`src/rtl/dfr_pkg.sv`:
```
// ----------------------------------------------------------------------------
// dfr_pkg
// Shared constants, types and state encodings of the DLE framed receiver.
// ----------------------------------------------------------------------------
package dfr_pkg;

  localparam int FRAME_BYTES = 32;
  localparam int MAX_PAYLOAD = FRAME_BYTES - 1;
  localparam int CNT_W       = $clog2(FRAME_BYTES);
  localparam int RAM_AW      = CNT_W + 1;
  localparam int RAM_DEPTH   = 2 * (2 ** CNT_W);
  localparam int POS_W       = 5;

  localparam logic [7:0] SYM_DLE = 8'h10;
  localparam logic [7:0] SYM_STX = 8'h02;
  localparam logic [7:0] SYM_ETX = 8'h03;

  typedef enum logic [1:0] {
    P_IDLE,
    P_OPEN,
    P_BODY,
    P_ESC
  } parse_state_t;

  typedef enum logic [1:0] {
    B_IDLE,
    B_FETCH,
    B_SHOW
  } back_state_t;

  // one accepted frame waiting to be sent out
  typedef struct packed {
    logic             bank;
    logic [CNT_W-1:0] len;
    logic             is_short;
  } frame_desc_t;

  typedef struct packed {
    logic empty;
    logic full;
  } queue_status_t;

endpackage

```
`src/rtl/dle_framed_receiver_with_address_filter.sv`:
```
// ----------------------------------------------------------------------------
// dle_framed_receiver_with_address_filter
// DLE STX / DLE ETX deframer with station address filter.
// ----------------------------------------------------------------------------
// Input: one byte per cycle; stalls only while both store banks hold
//   accepted frames that have not been fully sent.
// Output: a frame is queued at its closing ETX transfer; the sender leaves
//   idle, reads each byte from the store, then shows it, and idles per frame.
// Reset (rst, synchronous): parser to idle, byte count zero, queue empty,
//   sender idle, address zero; the frame store is not cleared.
module dle_framed_receiver_with_address_filter (
  input  logic       clk,
  input  logic       rst,
  input  logic       in_valid,
  output logic       in_ready,
  input  logic [7:0] rx_byte,
  input  logic       cfg_valid,
  output logic       cfg_ready,
  input  logic [15:0] cfg_data,
  output logic       out_valid,
  input  logic       out_ready,
  output logic [7:0] frame_byte,
  output logic [4:0] byte_position,
  output logic       last_byte,
  output logic [4:0] frame_length,
  output logic       short_frame
);

  logic [15:0] station_address;
  dfr_pkg::queue_status_t q_status;
  dfr_pkg::frame_desc_t   push_desc, head;
  logic push, pop;
  logic we, re;
  logic [dfr_pkg::RAM_AW-1:0] waddr, raddr;
  logic [7:0] wdata, rdata;

  assign cfg_ready = 1'b1;

  always_ff @(posedge clk) begin
    if (rst) begin
      station_address <= '0;
    end else if (cfg_valid) begin
      station_address <= cfg_data;
    end
  end

  dfr_front u_front (
    .clk             (clk),
    .rst             (rst),
    .in_valid        (in_valid),
    .in_ready        (in_ready),
    .rx_byte         (rx_byte),
    .station_address (station_address),
    .q_status        (q_status),
    .push            (push),
    .push_desc       (push_desc),
    .we              (we),
    .waddr           (waddr),
    .wdata           (wdata)
  );

  dfr_queue u_queue (
    .clk       (clk),
    .rst       (rst),
    .push      (push),
    .push_desc (push_desc),
    .pop       (pop),
    .head      (head),
    .status    (q_status)
  );

  dfr_ram #(
    .WIDTH (8),
    .DEPTH (dfr_pkg::RAM_DEPTH)
  ) u_store (
    .clk   (clk),
    .we    (we),
    .waddr (waddr),
    .wdata (wdata),
    .re    (re),
    .raddr (raddr),
    .rdata (rdata)
  );

  dfr_back u_back (
    .clk           (clk),
    .rst           (rst),
    .head          (head),
    .q_status      (q_status),
    .pop           (pop),
    .re            (re),
    .raddr         (raddr),
    .rdata         (rdata),
    .out_valid     (out_valid),
    .out_ready     (out_ready),
    .frame_byte    (frame_byte),
    .byte_position (byte_position),
    .last_byte     (last_byte),
    .frame_length  (frame_length),
    .short_frame   (short_frame)
  );

endmodule

```
`src/rtl/dfr_ram.sv`:
```
// ----------------------------------------------------------------------------
// dfr_ram
// Generic single write port, single read port RAM with registered read.
// ----------------------------------------------------------------------------
module dfr_ram #(
  parameter int WIDTH = 8,
  parameter int DEPTH = 64
) (
  input  logic                     clk,
  input  logic                     we,
  input  logic [$clog2(DEPTH)-1:0] waddr,
  input  logic [WIDTH-1:0]         wdata,
  input  logic                     re,
  input  logic [$clog2(DEPTH)-1:0] raddr,
  output logic [WIDTH-1:0]         rdata
);

  logic [WIDTH-1:0] mem [DEPTH];

  always_ff @(posedge clk) begin
    if (we) begin
      mem[waddr] <= wdata;
    end
    if (re) begin
      rdata <= mem[raddr];
    end
  end

endmodule

```
`src/rtl/dfr_front.sv`:
```
// ----------------------------------------------------------------------------
// dfr_front
// Byte parser: finds DLE STX ... DLE ETX, unstuffs doubled DLE, writes the
// payload into the current bank and checks the station address at the end.
// ----------------------------------------------------------------------------
module dfr_front (
  input  logic                      clk,
  input  logic                      rst,
  input  logic                      in_valid,
  output logic                      in_ready,
  input  logic [7:0]                rx_byte,
  input  logic [15:0]               station_address,
  input  dfr_pkg::queue_status_t    q_status,
  output logic                      push,
  output dfr_pkg::frame_desc_t      push_desc,
  output logic                      we,
  output logic [dfr_pkg::RAM_AW-1:0] waddr,
  output logic [7:0]                wdata
);

  dfr_pkg::parse_state_t state, state_next;
  logic [dfr_pkg::CNT_W-1:0] byte_count, byte_count_next;
  logic [7:0] first_byte, second_byte;
  logic       wr_bank;
  logic       fire;
  logic       room_left;
  logic       addr_ok;

  assign in_ready  = !q_status.full;
  assign fire      = in_valid && in_ready;
  assign room_left = byte_count < dfr_pkg::CNT_W'(dfr_pkg::MAX_PAYLOAD);

  always_comb begin
    if (byte_count == '0) begin
      addr_ok = 1'b0;
    end else if (byte_count == dfr_pkg::CNT_W'(1)) begin
      addr_ok = first_byte[3:0] == station_address[3:0];
    end else begin
      addr_ok = (first_byte == station_address[15:8]) &&
                (second_byte == station_address[7:0]);
    end
  end

  // next state
  always_comb begin
    state_next = state;
    if (fire) begin
      unique case (state)
        dfr_pkg::P_IDLE: begin
          if (rx_byte == dfr_pkg::SYM_DLE) begin
            state_next = dfr_pkg::P_OPEN;
          end
        end
        dfr_pkg::P_OPEN: begin
          state_next = (rx_byte == dfr_pkg::SYM_STX) ? dfr_pkg::P_BODY : dfr_pkg::P_IDLE;
        end
        dfr_pkg::P_BODY: begin
          if (rx_byte == dfr_pkg::SYM_DLE) begin
            state_next = dfr_pkg::P_ESC;
          end else if (!room_left) begin
            state_next = dfr_pkg::P_IDLE;
          end
        end
        dfr_pkg::P_ESC: begin
          if (rx_byte == dfr_pkg::SYM_DLE && room_left) begin
            state_next = dfr_pkg::P_BODY;
          end else begin
            state_next = dfr_pkg::P_IDLE;
          end
        end
        default: state_next = dfr_pkg::P_IDLE;
      endcase
    end
  end

  // store writes, byte count and frame hand-off
  always_comb begin
    we              = 1'b0;
    push            = 1'b0;
    byte_count_next = byte_count;
    if (fire) begin
      unique case (state)
        dfr_pkg::P_IDLE: ;
        dfr_pkg::P_OPEN: begin
          if (rx_byte == dfr_pkg::SYM_STX) begin
            byte_count_next = '0;
          end
        end
        dfr_pkg::P_BODY: begin
          if (rx_byte != dfr_pkg::SYM_DLE && room_left) begin
            we = 1'b1;
          end
        end
        dfr_pkg::P_ESC: begin
          if (rx_byte == dfr_pkg::SYM_DLE) begin
            we = room_left;
          end else if (rx_byte == dfr_pkg::SYM_ETX && addr_ok) begin
            push = 1'b1;
          end
        end
        default: ;
      endcase
      if (we) begin
        byte_count_next = byte_count + dfr_pkg::CNT_W'(1);
      end
    end
  end

  assign waddr              = {wr_bank, byte_count};
  assign wdata              = rx_byte;
  assign push_desc.bank     = wr_bank;
  assign push_desc.len      = byte_count;
  assign push_desc.is_short = byte_count == dfr_pkg::CNT_W'(1);

  always_ff @(posedge clk) begin
    if (rst) begin
      state      <= dfr_pkg::P_IDLE;
      byte_count <= '0;
      wr_bank    <= 1'b0;
    end else begin
      state      <= state_next;
      byte_count <= byte_count_next;
      if (push) begin
        wr_bank <= !wr_bank;
      end
    end
  end

  // first two payload bytes kept for the address check
  always_ff @(posedge clk) begin
    if (we && byte_count == '0) begin
      first_byte <= rx_byte;
    end
    if (we && byte_count == dfr_pkg::CNT_W'(1)) begin
      second_byte <= rx_byte;
    end
  end

endmodule

```
`src/rtl/dfr_queue.sv`:
```
// ----------------------------------------------------------------------------
// dfr_queue
// Two-entry queue of accepted frame descriptors, one per store bank.
// ----------------------------------------------------------------------------
module dfr_queue (
  input  logic                   clk,
  input  logic                   rst,
  input  logic                   push,
  input  dfr_pkg::frame_desc_t   push_desc,
  input  logic                   pop,
  output dfr_pkg::frame_desc_t   head,
  output dfr_pkg::queue_status_t status
);

  dfr_pkg::frame_desc_t entries [2];
  logic       wr_ptr, rd_ptr;
  logic [1:0] count;

  assign head         = entries[rd_ptr];
  assign status.empty = count == 2'd0;
  assign status.full  = count == 2'd2;

  always_ff @(posedge clk) begin
    if (push) begin
      entries[wr_ptr] <= push_desc;
    end
  end

  always_ff @(posedge clk) begin
    if (rst) begin
      wr_ptr <= 1'b0;
      rd_ptr <= 1'b0;
      count  <= 2'd0;
    end else begin
      if (push) begin
        wr_ptr <= !wr_ptr;
      end
      if (pop) begin
        rd_ptr <= !rd_ptr;
      end
      priority if (push && !pop) begin
        count <= count + 2'd1;
      end else if (pop && !push) begin
        count <= count - 2'd1;
      end
    end
  end

endmodule

```
`src/rtl/dfr_back.sv`:
```
// ----------------------------------------------------------------------------
// dfr_back
// Frame sender: reads an accepted frame out of its bank and presents it
// one byte per transfer with position, length and last marker.
// ----------------------------------------------------------------------------
module dfr_back (
  input  logic                       clk,
  input  logic                       rst,
  input  dfr_pkg::frame_desc_t       head,
  input  dfr_pkg::queue_status_t     q_status,
  output logic                       pop,
  output logic                       re,
  output logic [dfr_pkg::RAM_AW-1:0] raddr,
  input  logic [7:0]                 rdata,
  output logic                       out_valid,
  input  logic                       out_ready,
  output logic [7:0]                 frame_byte,
  output logic [dfr_pkg::POS_W-1:0]  byte_position,
  output logic                       last_byte,
  output logic [dfr_pkg::POS_W-1:0]  frame_length,
  output logic                       short_frame
);

  dfr_pkg::back_state_t state, state_next;
  logic [dfr_pkg::CNT_W-1:0] idx;
  logic is_last;

  assign is_last = idx == head.len - dfr_pkg::CNT_W'(1);

  always_comb begin
    state_next = state;
    unique case (state)
      dfr_pkg::B_IDLE: begin
        if (!q_status.empty) begin
          state_next = dfr_pkg::B_FETCH;
        end
      end
      dfr_pkg::B_FETCH: state_next = dfr_pkg::B_SHOW;
      dfr_pkg::B_SHOW: begin
        if (out_ready) begin
          state_next = is_last ? dfr_pkg::B_IDLE : dfr_pkg::B_FETCH;
        end
      end
      default: state_next = dfr_pkg::B_IDLE;
    endcase
  end

  always_comb begin
    re        = 1'b0;
    out_valid = 1'b0;
    pop       = 1'b0;
    unique case (state)
      dfr_pkg::B_IDLE: ;
      dfr_pkg::B_FETCH: re = 1'b1;
      dfr_pkg::B_SHOW: begin
        out_valid = 1'b1;
        pop       = out_ready && is_last;
      end
      default: ;
    endcase
  end

  assign raddr         = {head.bank, idx};
  // read data register holds while no read is issued
  assign frame_byte    = rdata;
  assign byte_position = dfr_pkg::POS_W'(idx);
  assign last_byte     = is_last;
  assign frame_length  = dfr_pkg::POS_W'(head.len);
  assign short_frame   = head.is_short;

  always_ff @(posedge clk) begin
    if (rst) begin
      state <= dfr_pkg::B_IDLE;
      idx   <= '0;
    end else begin
      state <= state_next;
      if (state == dfr_pkg::B_IDLE) begin
        idx <= '0;
      end else if (state == dfr_pkg::B_SHOW && out_ready) begin
        idx <= idx + dfr_pkg::CNT_W'(1);
      end
    end
  end

endmodule

```
`config.mk`:
```
export PLATFORM = sky130hd
export DESIGN_NAME = dle_framed_receiver_with_address_filter
export DESIGN_NICKNAME = d
export VERILOG_FILES = /design/src/rtl/dfr_pkg.sv /design/src/rtl/dle_framed_receiver_with_address_filter.sv /design/src/rtl/dfr_ram.sv /design/src/rtl/dfr_front.sv /design/src/rtl/dfr_queue.sv /design/src/rtl/dfr_back.sv
export SDC_FILE = /design/constraint.sdc
export NUM_CORES = 1
export LEC_CHECK = 0
export ABC_AREA = 1
export BUFFER_PORTS_ARGS = -buffer_cell sky130_fd_sc_hd__buf_2
export CORE_MARGIN = 10
export CORE_UTILIZATION = 50
export CTS_CLUSTER_DIAMETER = 30
export DETAILED_ROUTE_END_ITERATION = 10
export GPL_TIMING_DRIVEN = 0
export HOLD_SLACK_MARGIN = 0.15
export PLACE_DENSITY = 0.66
export SLEW_MARGIN = 5
export SYNTH_ARGS = -nofsm -noshare
export SYNTH_HDL_FRONTEND = slang
export SYNTH_SLANG_ARGS = --single-unit
```
`constraint.sdc`:
```
create_clock -name clk -period 3.4 [get_ports clk]
set_clock_uncertainty 0.2 [all_clocks]
set_input_delay 0.68 -clock clk [delete_from_list [all_inputs] [get_ports clk]]
set_output_delay 0.68 -clock clk [all_outputs]
set_load 0.05 [all_outputs]
```
==> impl_summary.log <==
[metrics] fillcell total: 3561
[metrics] via count: 17490
[metrics] count of non-filler cells in the finished layout: 2958
[metrics] total wirelength of the detailed-routed design: 74680 um
[metrics] RSZ-0062 raised after global routing: true
[metrics] Critical-path top delay cell: dfxtp_1
[metrics] gate family responsible for the most delay along the worst path: buffers and inverters
[metrics] number of cells in the design after placement: 2726
[metrics] clock buffer count from CTS: 109
[metrics] path class of the lowest-slack min-delay path: input pin to flop
[metrics] Critical Path End Type: flop
[metrics] synthesized netlist cell count: 2046
[metrics] Leakage: 10.49 nW
[metrics] Fmax: between 200 and 300 MHz
[metrics] critical path buffer and inverter count: 3
[metrics] Routed wire per std cell: about 25 um
[metrics] diode count: 0
[metrics] tightest hold margin: between 200 and 250 ps
[metrics] number of cells on the critical path: 11
[metrics] count of max-cap constraint violations: 0
[metrics] area of the multi-input gates: about 6200 um^2
[metrics] most common cell after layout, fill and taps aside: edfxtp_1
[metrics] top fanout value on the critical path: 19
[metrics] Crit path required time: 3670 ps
[metrics] post-synth design cell area: 23970 um^2
[metrics] proportion of register bits with asynchronous set or reset after synthesis: 0%
[metrics] area added between synthesis and finish: 23.04%
[metrics] global-route usage over all layers: between 20% and 30%
[metrics] post-detailed-placement cell area: 25070 um^2
[metrics] Worst Reg-to-Reg Cells: 11
[metrics] count of standard-cell rows: 80
[metrics] Post-DRT Antenna Nets: 0
[metrics] least setup slack across all paths after layout: roughly 20 ps
[metrics] Worst Path Arrival: around 3700 ps
[metrics] sequence of cells on the critical path: buf_4 > buf_4 > buf_2 > nor2_1 > nor2_1 > o21ai_0 > o211ai_1 > nand3_1 > nand2_1 > nand3_1 > nand2_1
[metrics] clock-pin slew reported for the worst setup and hold paths after clock tree synthesis: 50 ps
[metrics] measured slew at the worst slew-check pin: slightly above 1000 ps
[metrics] total overflow reported by the global router: 0
[metrics] initial antenna violation count: 1
[metrics] pre-CTS worst setup slack: -1323 ps
[metrics] CTS root buf: clkbuf_16
[metrics] total half-perimeter wirelength after legalization and detailed placement: between 40000 and 50000 um
[metrics] worst skew pair latency: about 650 ps
[metrics] post-layout power: 19.82 mW
[metrics] vias in the first global route: 17050
[metrics] count of warnings emitted by yosys: 0
[metrics] initial detailed-routing violation count: 2454
[metrics] post-layout minimum cycle time: 3380 ps
[metrics] detailed-routing iteration count for the pre-antenna-repair pass: 6
[metrics] area of the core region: 47550 um^2
[metrics] area fraction of the dominant cell type after synthesis: 68.90%
[metrics] final worst-path cycle share: 99.41%
[metrics] Pwr per Cell Area: between 600 and 700 nW/um^2
[metrics] result of the run: finished clean
[metrics] Starting Density: about half
[metrics] startpoint type of the worst setup path: flop
[metrics] count of final max-slew check failures: 0
[metrics] final hold violation count: 0
[metrics] final non-filler cell area: 29490 um^2
[metrics] hold depth: 3
[metrics] nets: 2281
[metrics] Post-route DRC: 0
[metrics] layout cell share with drive strength beyond 1: 15.41%
[metrics] maximum number of pins on one net before global-route repair: 69
[metrics] worst IR drop on VDD: 0.0004375 V
[metrics] routability congestion estimate: 0.9403
[metrics] CTS tree: built
[metrics] delay of the slowest cell on the worst path: ~620 ps
[metrics] clock sink count: 586
[metrics] worst slew margin relative to its limit: a little under a third
[metrics] Post-Synthesis Mean Instance Area: 11.72 um^2
[metrics] die extent in y: 239.0 um
[metrics] Via density: 5.912
[metrics] number of input and output port buffers inserted: slightly below 50
[metrics] most area-consuming cells after synthesis: edfxtp_1, nor2_1, o21ai_0
[metrics] utilization after layout: 62.03%
[metrics] highest-count cells in the layout ignoring fill and taps: edfxtp_1, nor2_1, nand2_1
[metrics] cell taking the most area after synthesis: edfxtp_1
[metrics] count of flip-flops with a built-in enable after synthesis: 550
[metrics] commonest register cell after synthesis: edfxtp_1
[metrics] number of distinct library cells after synthesis: 36
[metrics] total of flip-flops plus latches after synthesis: 586
[metrics] count of H-tree levels built during CTS: 3
[metrics] die area: ~57000 um^2
[metrics] first-pass GRT wire length: approximately 110000 um
[metrics] final setup violating endpoints: 0
[metrics] final sum of negative setup slack: 0 ps
[metrics] share of the yosys chip area belonging to registers: 71.90%
[metrics] Seq. cell area: 17240 um^2
[metrics] category of the most critical setup path: flop to flop
[metrics] Die Width: 239.0 um
[metrics] count of pins on the block boundary: 52
[metrics] CTS Buffer Depth: 3
## routing by layer
metal	GRT usage, %	wire length, um	up-vias
met5	0	13	-
met4	13.41	3585	2
met3	6.939	8040	208
met2	40.30	33710	1041
met1	33.68	29330	8532
li1	-	-	7704
## worst reg2reg max path, stage by stage, from the launching register on
cell      delay, ps
dfxtp_1         620
buf_4           430
buf_4           330
buf_2           390
nor2_1          100
nor2_1           80
o21ai_0         180
o211ai_1        180
nand3_1         230
nand2_1         140
nand3_1         130
nand2_1         210
## layout make-up
class	count	share of cell area, %
Sequential cell	586	58.46
Timing Repair Buffer	75	1.765
Multi-Input combinational cell	1302	21.05
Inverter	59	0.7721
Buffer	113	1.718
Clock buffer	122	9.731
Tap cell	615	2.609
Clock inverter	86	3.899
## final timing paths
kind / start / end / slack [ps]
max: u_back.byte_position[0] / u_store.rdata[5] / 20
min: cfg_valid / station_address[1] / 230
max reg2reg: u_back.byte_position[0] / u_store.rdata[5] / 20
min reg2reg: u_front.byte_count[4] / u_queue.entries[1][5] / 290
## sequential cells by signal, indices dropped and copies added (netlist names), named ones only
register              cells
u_store.mem             512
station_address          16
u_queue.entries          14
u_front.first_byte        8
u_front.second_byte       8
u_store.rdata             8
u_back.byte_position      5
u_front.byte_count        5
u_back.state              2
u_front.state             2
u_queue.count             2
u_front.wr_bank           1
u_queue.rd_ptr            1
u_queue.wr_ptr            1
## power by group
| group | internal, mW | total, mW | switching, mW | leakage, nW |
|---|---|---|---|---|
| logic | 0.0475 | 0.219 | 0.172 | 3.29 |
| registers | 7.92 | 7.93 | 0.0140 | 5.27 |
| clock network | 7.81 | 11.7 | 3.85 | 1.93 |
| total | 15.8 | 19.8 | 4.04 | 10.5 |
## repair_timing
action | CTS | global route
setup endpoints to repair | 497 | 382
hold buffers | 17 | 0
resized for setup | 30 | 37
pin swaps | 1 | 4
hold endpoints to repair | 17 | 0
buffers inserted | 7 | 1
## synth_stat cells (2+ instances only)
| library cell | number |
|---|---|
| nor2_2 | 3 |
| inv_1 | 51 |
| xor2_1 | 19 |
| nand4_4 | 6 |
| o21ai_0 | 235 |
| ha_1 | 6 |
| clkbuf_1 | 65 |
| nor2_1 | 439 |
| buf_1 | 9 |
| xnor2_1 | 4 |
| o22ai_1 | 13 |
| conb_1 | 2 |
| nand4_1 | 2 |
| o211ai_1 | 67 |
| clkinv_1 | 4 |
| nor3_1 | 5 |
| edfxtp_1 | 550 |
| nand3_1 | 150 |
| inv_2 | 3 |
| dfxtp_1 | 36 |
| buf_2 | 34 |
| buf_4 | 5 |
| nor4_1 | 3 |
| nand2_1 | 265 |
| o21ai_1 | 2 |
| a21oi_1 | 58 |
## kinds of logic after synthesis
family | count (synthesis) | synth area share [%]
other cells | 2 | 0.03133
flops | 586 | 71.90
simple gates | 879 | 15.20
fa+ha+maj | 6 | 0.3132
buf+inv | 173 | 3.043
compound gates | 377 | 8.664
xor+xnor | 23 | 0.8403
Note: power is estimated with default switching activity, not from simulation.
